$ cat config.mk
export PLATFORM = sky130hd
export DESIGN_NAME = pgs_queue
export DESIGN_NICKNAME = d
export VERILOG_FILES = /design/src/rtl/core/pgs_queue.sv
export VERILOG_INCLUDE_DIRS = /design/src /design/src/rtl/core
export SDC_FILE = /design/constraint.sdc
export NUM_CORES = 1
export LEC_CHECK = 0
export BUFFER_PORTS_ARGS = -buffer_cell sky130_fd_sc_hd__buf_2
export CORE_AREA = 2 2 39 41
export CTS_CLUSTER_DIAMETER = 100
export DETAILED_ROUTE_END_ITERATION = 7
export DIE_AREA = 0 0 41 43
export PLACE_DENSITY = 0.51
export SYNTH_ARGS = -nofsm -noshare
export SYNTH_HDL_FRONTEND = slang
export SYNTH_SLANG_ARGS = --single-unit
$ cat constraint.sdc
create_clock -name clk -period 2.7 [get_ports clk]
set_clock_uncertainty 0.15 [all_clocks]
set_input_delay 0.135 -clock clk [delete_from_list [all_inputs] [get_ports clk]]
set_output_delay 0.135 -clock clk [all_outputs]
set_load 0.03 [all_outputs]
$ cat src/rtl/core/point_gravity_source_update_assert.svh
// Assertion macros used by the point gravity source queue
`ifndef POINT_GRAVITY_SOURCE_UPDATE_ASSERT_SVH
`define POINT_GRAVITY_SOURCE_UPDATE_ASSERT_SVH
`ifndef ASSERT_OFF
// same-cycle implication
`define PGS_ASSERT_IMP(label, c, r, ante, cons) \
  label: assert property (@(posedge c) disable iff (r) (ante) |-> (cons)) \
    else $error("pgs assertion failed");
// next-cycle implication
`define PGS_ASSERT_NXT(label, c, r, ante, cons) \
  label: assert property (@(posedge c) disable iff (r) (ante) |=> (cons)) \
    else $error("pgs assertion failed");
`else
`define PGS_ASSERT_IMP(label, c, r, ante, cons)
`define PGS_ASSERT_NXT(label, c, r, ante, cons)
`endif
`endif

$ cat src/rtl/core/pgs_queue.sv
// Small FIFO decoupling front and back
`default_nettype none
`include "point_gravity_source_update_assert.svh"
module pgs_queue #(
  parameter int  DEPTH  = 2,
  parameter type item_t = logic
) (
  input  logic  clk,
  input  logic  rst,
  input  logic  push_valid,
  input  item_t push_data,
  output logic  push_ready,
  output logic  pop_valid,
  output item_t pop_data,
  input  logic  pop_ready
);

  localparam int PTR_W = $clog2(DEPTH);
  localparam int CNT_W = $clog2(DEPTH + 1);

  item_t             mem [DEPTH];
  logic [PTR_W-1:0]  wr_ptr;
  logic [PTR_W-1:0]  rd_ptr;
  logic [CNT_W-1:0]  cnt;
  logic              push;
  logic              pop;

  assign push_ready = (cnt != CNT_W'(DEPTH));
  assign pop_valid  = (cnt != '0);
  assign pop_data   = mem[rd_ptr];
  assign push       = push_valid && push_ready;
  assign pop        = pop_valid && pop_ready;

  always_ff @(posedge clk) begin
    if (push) begin
      mem[wr_ptr] <= push_data;
    end
  end

  always_ff @(posedge clk) begin
    if (rst) begin
      wr_ptr <= '0;
      rd_ptr <= '0;
      cnt    <= '0;
    end else begin
      if (push) begin
        wr_ptr <= (wr_ptr == PTR_W'(DEPTH - 1)) ? '0 : wr_ptr + 1'b1;
      end
      if (pop) begin
        rd_ptr <= (rd_ptr == PTR_W'(DEPTH - 1)) ? '0 : rd_ptr + 1'b1;
      end
      unique case ({push, pop})
        2'b10:   cnt <= cnt + 1'b1;
        2'b01:   cnt <= cnt - 1'b1;
        default: cnt <= cnt;
      endcase
    end
  end

  `PGS_ASSERT_IMP(a_cnt_bound, clk, rst, 1'b1, cnt <= CNT_W'(DEPTH))
  `PGS_ASSERT_NXT(a_cnt_inc, clk, rst, push && !pop, cnt == $past(cnt) + 1'b1)
  `PGS_ASSERT_NXT(a_cnt_dec, clk, rst, pop && !push, cnt == $past(cnt) - 1'b1)

endmodule
`default_nettype wire

==> flow_metrics.env, run 1 <==
export IMPL_antenna_found_initial=0
export IMPL_ys_top_cells_by_area="dfxtp_1, edfxtp_1, xnor2_1, ha_1, mux2_2"
export IMPL_final_nets=47
export IMPL_cts_max_level=1
export IMPL_route_vias_total=224
export IMPL_gr_total_overflow=0
export IMPL_max_freq_mhz=580
export IMPL_dp_hpwl_um=363
export IMPL_dieWidth_um=41
export IMPL_start_kind="flop"
export IMPL_p_leak_nw=0.171
export IMPL_synth_net_count=33
export IMPL_place_gp_congestion=0.673
export IMPL_min_period_ns=1.72
export IMPL_rsz0062_at_grt="false"
export IMPL_grt_pass1_wl_um=897
export IMPL_relSlewSlack_pct=88.5
export IMPL_firstDrtPassIters=3
export IMPL_irDropWorstVdd_mv=0.273
export IMPL_cp_cell_sequence="nand2b_1 > nand2_1 > ha_1 > or3_1 > a21oi_1"
export IMPL_fill_cells=158
export IMPL_finalCritPeriodShare_pct=63.9
export IMPL_path_max_fanout=5
export IMPL_yosys_warnings=0
export IMPL_grt_util_all_layers_pct=8.28
export IMPL_row_count=14
export IMPL_vias_per_cell=4.00
export IMPL_syn_avg_cell_area_um2=10.9
export IMPL_powerDensity_nw_per_um2=1140
export IMPL_synth_top_area_cell="dfxtp_1"
export IMPL_die_area_um2=1760
export IMPL_clock_path_buffers=2
export IMPL_ant_nets=0
export IMPL_setup_tns_ns=0
export IMPL_postLayoutCoreUtil_pct=28.6
export IMPL_arrival_ns=1.76
export IMPL_end_kind="flop"
export IMPL_grt_pass1_vias=223
export IMPL_clockRootBuffer="clkbuf_4"
export IMPL_path_class="reg -> reg"
export IMPL_route_detailed_drc=0
export IMPL_yosysUniqueCellTypes=18
export IMPL_drv_cap=0
export IMPL_worst_pin_slew_ns=0.171
export IMPL_io_pins=8
export IMPL_postLayoutSetupSlackWorst_ns=0.976
export IMPL_ys_seq_elements=7
export IMPL_drive_gt1_share_pct=32.5
export IMPL_crit_path_max_incr_delay_ns=0.40
export IMPL_cts_tree="done"
export IMPL_post_cts_setup_buffers=0
export IMPL_hp_class="in -> reg"
export IMPL_required_ns=2.73
export IMPL_cp_slowest_cell="dfxtp_1"
export IMPL_yosysTopAreaCellShare_pct=34.0
export IMPL_ys_seq_area_share_pct=54.5
export IMPL_hold_viol=0
export IMPL_wire_per_inst_um=8.43
export IMPL_path_clk_slew_ns=0.05
export IMPL_n_antenna_cell=0
export IMPL_clk_latency_ns=0.25
export IMPL_outcome="completed"
export IMPL_drtIter0Drc=1
export IMPL_setup_viol_count_final=0
export IMPL_syn_area_um2=294
export IMPL_core_area_um2=1380
export IMPL_portBuffers=7
export IMPL_dpl_worst_slack_ns=0.978
export IMPL_die_h_um=43
export IMPL_dpl_cell_area_um2=349
export IMPL_wl_um=472
export IMPL_holdBufCountCts=2
export IMPL_start_util_pct=21.2
export IMPL_critical_path_top_delay_family="simple AND/OR/NAND/NOR gates"
export IMPL_grt_max_degree=6
export IMPL_cp_buffers_inverters=0
export IMPL_cts_made_buffers=3
export IMPL_cts_sinks=7
export IMPL_post_cts_resized=0
export IMPL_postSynthCellCount=27
export IMPL_final_area_um2=395
export IMPL_maxSlewViolCount=0
export IMPL_area_growth_pct=34.5
## cell usage after synthesis
library cell / number
or2_2: 1
xnor2_1: 2
dfxtp_1: 5
a21bo_2: 1
nand2b_1: 1
inv_1: 1
edfxtp_1: 2
or3_1: 1
and3_1: 1
o21a_1: 1
a21oi_1: 2
nand3b_1: 1
ha_1: 1
nand2_1: 1
mux2_2: 1
xor2_1: 1
nor2_1: 3
o21ai_0: 1
## report_power, final
part           internal, W  leakage (nW)  switching [W]
Sequential        0.000143        0.0600      0.0000237
Combinational    0.0000833        0.0958       0.000106
Clock            0.0000563        0.0150      0.0000367
## worst min-delay path: cells and delay by family
family                 cells  cell delay [ns]
buffers and inverters      1             0.12
AOI/OAI and AO/OA          1             0.06
and+or+nand+nor            1             0.10
## layer usage
layer  share of wire [%]  vias up  GRT usage [%]
li1                    -      119              -
met1                  41      103           7.54
met2                  58        2           11.9
met3                0.85        0           4.71
met4                   0        0           8.00
met5                   0        -              0
## cells in the final DEF (no fill, tap or decap), types with 2 or more instances in the layout
master and instances:
dlygate4sd3_1 2, nor2_1 3, edfxtp_1 2, buf_2 7
xnor2_1 2, clkbuf_4 3, dfxtp_1 5, a21oi_1 2
## area by class of cell
| class | count | area (um2) | area share, % |
|---|---|---|---|
| Clock buffer | 4 | 26.3 | 6.65 |
| Sequential cell | 7 | 160 | 40.5 |
| Multi-Input combinational cell | 19 | 130 | 32.9 |
| Inverter | 1 | 3.75 | 0.949 |
| Timing Repair Buffer | 9 | 55.1 | 13.9 |
| Tap cell | 16 | 20.0 | 5.06 |
## stage by stage
step,std cells,power (W),hold WS [ns]
6_report,56,0.000449,0.0631
3_5_place_dp,50,0.000358,0.180
5_1_grt,56,0.000489,0.0574
3_3_place_gp,50,0.000356,0.177
2_1_floorplan,27,0.000317,0.0541
4_1_cts,56,0.000457,0.0596
## logic make-up after synthesis
| kind of cell | after synthesis | share of synthesized area, % |
|---|---|---|
| AND/OR/NAND/NOR | 9 | 16.2 |
| flip-flops | 7 | 54.5 |
| AO/OA/AOI/OAI | 5 | 11.1 |
| XOR/XNOR | 3 | 8.94 |
| buffers and inverters | 1 | 1.28 |
| multiplexers | 1 | 3.83 |
| adder cells (fa/ha/maj) | 1 | 4.25 |
## path summary, 6_finish.rpt
| kind | start | to | slack, ns | cells past startpoint |
|---|---|---|---|---|
| worst max-delay path | cnt[0]$_SDFFE_PP0P_ | cnt[1]$_SDFFE_PP0P_ | 0.98 | 5 |
| worst min-delay path | push_valid | wr_ptr$_SDFFE_PP0P_ | 0.06 | 3 |
| worst max register to register | cnt[0]$_SDFFE_PP0P_ | cnt[1]$_SDFFE_PP0P_ | 0.98 | 5 |
| worst min register to register | rd_ptr$_SDFFE_PP0P_ | flop | 0.36 | 2 |
Power figures use the tool's default switching activity.
==> run 2, diff against run 1 <==
ABC_AREA = 1   (was not set)
PLACE_DENSITY = 0.57   (was 0.51)
clock period = 1.4 ns   (was 2.7 ns; I/O delays follow)
==> run 2 against run 1 <==
  * Routed wire length rose by 25%
  * Sequential power rose by 78%
  * Via count rose by 31%
  * Area after synthesis rose by 19%
  * Critical path type unchanged
  * Largest power group unchanged
  * Highest routed layer is now met4
==> flow_metrics.env, run 2 <==
export IMPL_cts_tree="done"
export IMPL_reg2reg_from="cnt[0]$_SDFFE_PP0P_"
export IMPL_final_nets=66
export IMPL_relSlewSlack_pct=90.4
export IMPL_path_clk_slew_ns=0.05
export IMPL_maxSlewViolCount=0
export IMPL_route_vias_total=294
export IMPL_highest_layer="met4"
export IMPL_wire_per_inst_um=7.89
export IMPL_outcome="completed"
export IMPL_gr_total_overflow=0
export IMPL_postSynthCellCount=41
export IMPL_grt_max_degree=6
export IMPL_reg2reg_depth=9
export IMPL_wl_um=592
export IMPL_required_ns=1.39
export IMPL_min_from="pop_ready"
export IMPL_r2r_end="cnt[1]$_SDFFE_PP0P_"
export IMPL_path_class="reg -> reg"
export IMPL_ys_top_cells_by_area="dfxtp_1, edfxtp_1, nor2_1, nand2_4, inv_1"
export IMPL_final_common_cell="nor2_1"
export IMPL_ys_top_cells_by_count="nor2_1, dfxtp_1, inv_1"
export IMPL_ant_nets=0
export IMPL_yosys_warnings=0
export IMPL_end_kind="flop"
export IMPL_cts_made_buffers=3
export IMPL_wl_met2_um=271
export IMPL_core_area_um2=1380
export IMPL_row_count=14
export IMPL_setup_viol_count_final=0
export IMPL_yosysUniqueCellTypes=17
export IMPL_synthFlopType="dfxtp_1"
export IMPL_irDropWorstVdd_mv=0.663
export IMPL_drv_cap=0
export IMPL_powerDensity_nw_per_um2=1690
export IMPL_route_detailed_drc=0
export IMPL_syn_area_um2=349
export IMPL_cts_max_level=1
export IMPL_place_gp_congestion=0.747
export IMPL_whs_path_depth=5
export IMPL_dp_hpwl_um=440
export IMPL_portBuffers=7
export IMPL_p_leak_nw=0.239
export IMPL_n_antenna_cell=0
export IMPL_start_kind="flop"
export IMPL_dieWidth_um=41
export IMPL_ys_seq_elements=7
export IMPL_start_util_pct=25.2
export IMPL_hold_end="cnt[0]$_SDFFE_PP0P_"
export IMPL_async_flop_share_pct=0
export IMPL_yosysTopAreaCellShare_pct=28.7
export IMPL_dpl_cell_count=65
export IMPL_syn_avg_cell_area_um2=8.51
export IMPL_antenna_found_initial=0
export IMPL_grt_pass1_vias=291
export IMPL_grt_util_all_layers_pct=9.58
export IMPL_io_pins=8
export IMPL_die_h_um=43
export IMPL_rsz0062_at_grt="true"
export IMPL_ys_seq_area_share_pct=45.9
export IMPL_synth_net_count=47
export IMPL_mostFrequentLayoutCells="nor2_1, buf_2, inv_1, buf_4"
export IMPL_synth_top_area_cell="dfxtp_1"
export IMPL_synth_most_common_cell="nor2_1"
export IMPL_path_max_fanout=5
export IMPL_clk_latency_ns=0.24
export IMPL_worst_hold_slack_ns=0.0938
export IMPL_drtIter0Drc=5
export IMPL_finalCritPeriodShare_pct=98.5
export IMPL_die_area_um2=1760
export IMPL_vias_per_cell=3.92
export IMPL_hp_class="in -> reg"
export IMPL_drive_gt1_share_pct=50.8
export IMPL_firstDrtPassIters=2
export IMPL_clockRootBuffer="clkbuf_4"
export IMPL_area_growth_pct=53.0
export IMPL_max_freq_mhz=726
export IMPL_clock_path_buffers=2
export IMPL_final_cells=75
export IMPL_cts_sinks=7
export IMPL_grt_pass1_wl_um=1060
export IMPL_min_period_ns=1.38
export IMPL_worst_pin_slew_ns=0.142
export IMPL_synth_edf_count=2
export IMPL_ff2ff_setup_slack_ns=0.02
export IMPL_wl_met1_um=268
export IMPL_wl_met3_um=33
export IMPL_arrival_ns=1.37
export IMPL_hold_viol=0
-- run 2: critical path, stage by stage, from the launching register on --
cell and delay, ns:
dfxtp_2 0.35, clkinv_4 0.09, nand2_4 0.09, nand2_4 0.06
ha_4 0.27, inv_2 0.04, nand2_2 0.05, nor2_2 0.04
nor2_1 0.09, nor2_1 0.04
-- run 2: what timing repair did --
item	4_1_cts	5_1_grt
gates resized for setup	0	4
endpoints found under the hold margin	7	0
hold buffers	3	0
pin swaps	1	8
setup endpoints to repair	1	1
buffers inserted	2	1
-- run 2: how the worst max path moves through the flow --
stage	startpoint	to	cells past startpoint
after floorplan	cnt[0]$_SDFFE_PP0P_	cnt[1]$_SDFFE_PP0P_	10
after global placement	cnt[0]$_SDFFE_PP0P_	cnt[1]$_SDFFE_PP0P_	10
after detailed placement	cnt[0]$_SDFFE_PP0P_	cnt[1]$_SDFFE_PP0P_	10
after CTS	cnt[0]$_SDFFE_PP0P_	cnt[1]$_SDFFE_PP0P_	10
after global routing	cnt[1]$_SDFFE_PP0P_	cnt[1]$_SDFFE_PP0P_	10
final	cnt[0]$_SDFFE_PP0P_	cnt[1]$_SDFFE_PP0P_	9
-- run 2: cell families after synthesis --
family | synth area share, %
AND/OR/NAND/NOR | 29.0
buffers and inverters | 10.0
flip-flops | 45.9
AO/OA/AOI/OAI | 8.24
multiplexers | 3.23
adder cells (fa/ha/maj) | 3.58
-- run 2: cell type report --
type                       instances  area, um2
fill                             150        850
multi-input combinational         26        185
inverter                           8       42.5
sequential                         7        165
tap                               16       20.0
timing repair buffer              14       95.1
clock buffer                       4       26.3
-- run 2: layer usage --
layer	track usage (%)	vias to the layer above
li1	-	165
met1	10.7	119
met2	12.8	8
met3	3.14	2
met4	10.0	0
met5	0	-
-- run 2: power breakdown --
part	leakage (nW)	total [W]	internal, W	switching [W]
clock network	0.0150	0.000178	0.000108	0.0000694
registers	0.0610	0.000297	0.000260	0.0000374
logic	0.163	0.000429	0.000185	0.000244
-- run 2: metrics by stage --
step           setup TNS [ns]  total power (W)  cell area (um2)  utilization (%)  setup slack, ns
2_1_floorplan               0         0.000600              385                -          0.00445
3_3_place_gp                0         0.000671              448             32.4          0.00733
3_5_place_dp        -0.000797         0.000674              448             32.4        -0.000797
4_1_cts                     0         0.000892              519             37.5          0.00788
5_1_grt                -0.106         0.000987              534             38.6           -0.105
6_report                    0         0.000904              534             38.6           0.0217
==> run 3, diff against run 2 <==
SETUP_SLACK_MARGIN = 0.3   (was not set)
==> run 3 against run 2 <==
  * Maximum frequency up 0.52%
  * Largest power group unchanged
  * Cell area up 11%
  * Setup slack better by 0.0072 ns
  * Worst hold slack worse by 0.054 ns
  * Highest routed layer unchanged
==> flow_metrics.env, run 3 (synthesized netlist as in run 2, its figures left out) <==
export IMPL_maxSlewViolCount=0
export IMPL_die_area_um2=1760
export IMPL_drtIter0Drc=1
export IMPL_crit_path_frequent_cell="nor2_1"
export IMPL_min_from="push_valid"
export IMPL_clock_path_buffers=2
export IMPL_fill_cells=139
export IMPL_final_common_cell="nor2_1"
export IMPL_postLayoutCoreUtil_pct=42.8
export IMPL_firstDrtPassIters=3
export IMPL_start_kind="flop"
export IMPL_dpl_cell_count=64
export IMPL_cp_buffers_inverters=3
export IMPL_path_max_fanout=4
export IMPL_crit_path_max_incr_delay_ns=0.37
export IMPL_switchingPower_w=0.000397
export IMPL_area_growth_pct=69.5
export IMPL_die_h_um=43
export IMPL_n_antenna_cell=0
export IMPL_r2r_end="cnt[1]$_SDFFE_PP0P_"
export IMPL_critical_path_top_delay_family="flip-flops"
export IMPL_place_gp_congestion=0.721
export IMPL_cts_tree="done"
export IMPL_irDropWorstVdd_mv=0.703
export IMPL_gr_total_overflow=0
export IMPL_seqPwrFrac_pct=29.6
export IMPL_core_area_um2=1380
export IMPL_setup_tns_ns=0
export IMPL_path_class="reg -> reg"
export IMPL_portBuffers=7
export IMPL_whs_path_depth=4
export IMPL_rsz0062_at_grt="true"
export IMPL_cts_sinks=7
export IMPL_p_int_w=0.000635
export IMPL_ant_nets=0
export IMPL_path_clk_slew_ns=0.06
export IMPL_drive_gt1_share_pct=55.0
export IMPL_io_pins=8
export IMPL_clockRootBuffer="clkbuf_4"
export IMPL_max_freq_mhz=729
export IMPL_antenna_found_initial=0
export IMPL_required_ns=1.41
export IMPL_reg2reg_depth=10
export IMPL_outcome="completed"
export IMPL_start_util_pct=25.2
export IMPL_clkPwrFrac_pct=18.9
export IMPL_powerDensity_nw_per_um2=1740
export IMPL_combPwrFrac_pct=51.5
export IMPL_grt_max_degree=6
export IMPL_grt_util_all_layers_pct=10.3
export IMPL_vias_per_cell=4.05
export IMPL_final_cells=76
export IMPL_end_kind="flop"
export IMPL_finalCritPeriodShare_pct=97.9
export IMPL_worst_pin_slew_ns=0.189
export IMPL_final_nets=67
export IMPL_wire_per_inst_um=9.50
export IMPL_reg2reg_from="cnt[1]$_SDFFE_PP0P_"
export IMPL_grt_pass1_wl_um=1100
export IMPL_clk_latency_ns=0.26
export IMPL_hold_end="wr_ptr$_SDFFE_PP0P_"
export IMPL_dieWidth_um=41
export IMPL_route_detailed_drc=0
export IMPL_cts_max_level=1
export IMPL_wl_um=722
export IMPL_drv_cap=0
export IMPL_row_count=14
export IMPL_cts_made_buffers=3
export IMPL_min_period_ns=1.37
export IMPL_startpoint="cnt[1]$_SDFFE_PP0P_"
export IMPL_arrival_ns=1.38
export IMPL_hold_viol=0
export IMPL_mostFrequentLayoutCells="nor2_1, buf_6, inv_1, buf_2"
export IMPL_grt_pass1_vias=314
export IMPL_route_vias_total=308
export IMPL_relSlewSlack_pct=87.4
export IMPL_ff2ff_setup_slack_ns=0.03
export IMPL_cp_slowest_cell="dfxtp_4"
export IMPL_cp_cell_sequence="inv_4 > nand2_8 > nand2_4 > clkinv_4 > ha_4 > inv_2 > nand2_2 > nor2_1 > nor2_1 > nor2_1"
export IMPL_p_leak_nw=0.261
export IMPL_hp_class="in -> reg"
export IMPL_setup_viol_count_final=0
export IMPL_power_switching_share_pct=38.5
-- run 3: cell type report --
class | instances | area, um2 | share of cell area, %
Sequential cell | 7 | 166 | 28.1
Clock buffer | 4 | 26.3 | 4.44
Timing Repair Buffer | 15 | 133 | 22.4
Inverter | 8 | 42.5 | 7.19
Tap cell | 16 | 20.0 | 3.38
Multi-Input combinational cell | 26 | 204 | 34.5
-- run 3: repair_timing --
action,in CTS,in global routing
pin swaps,3,3
gates resized for setup,9,8
setup endpoints to repair,7,9
buffers inserted,4,1
endpoints found under the hold margin,7,0
hold buffers,3,0
-- run 3: worst max path at each step --
stage	to	slack, ns	cells past startpoint
4_1_cts	cnt[1]$_SDFFE_PP0P_	0.04	10
3_5_place_dp	cnt[1]$_SDFFE_PP0P_	0.007	10
5_1_grt	cnt[1]$_SDFFE_PP0P_	-0.1	9
3_3_place_gp	cnt[1]$_SDFFE_PP0P_	0.008	10
6_report	cnt[1]$_SDFFE_PP0P_	0.03	10
2_1_floorplan	cnt[1]$_SDFFE_PP0P_	0.01	10
-- run 3: routing by layer --
metal	share of wire, %	GRT usage (%)	up-vias
met4	9.1	14.0	0
met3	3.0	3.14	4
met5	0	0	-
li1	-	-	164
met1	44	8.68	130
met2	44	15.3	10
-- run 3: power groups by stage --
| stage | registers [W] | logic (W) | clock network (W) |
|---|---|---|---|
| finish | 0.000306 | 0.000531 | 0.000195 |
| detailed placement | 0.000304 | 0.000364 | 0 |
| floorplan | 0.000298 | 0.000307 | 0 |
| global route | 0.000310 | 0.000583 | 0.000208 |
| CTS | 0.000300 | 0.000469 | 0.000201 |
| global placement | 0.000303 | 0.000362 | 0 |
-- run 3: worst reg2reg max path: stages (launching register included) --
cell,delay (ns)
dfxtp_4,0.37
inv_4,0.07
nand2_8,0.05
nand2_4,0.07
clkinv_4,0.06
ha_4,0.27
inv_2,0.04
nand2_2,0.04
nor2_1,0.04
nor2_1,0.08
nor2_1,0.04
-- run 3: metrics by stage --
stage	setup WS, ns	hold WS (ns)	power (W)	cell area, um2
floorplan	0.0130	0.0189	0.000605	385
global placement	0.00789	0.116	0.000666	440
detailed placement	0.00720	0.121	0.000668	440
CTS	0.0400	0.0430	0.000970	552
global route	-0.0981	0.0857	0.00110	592
finish	0.0289	0.0399	0.00103	592
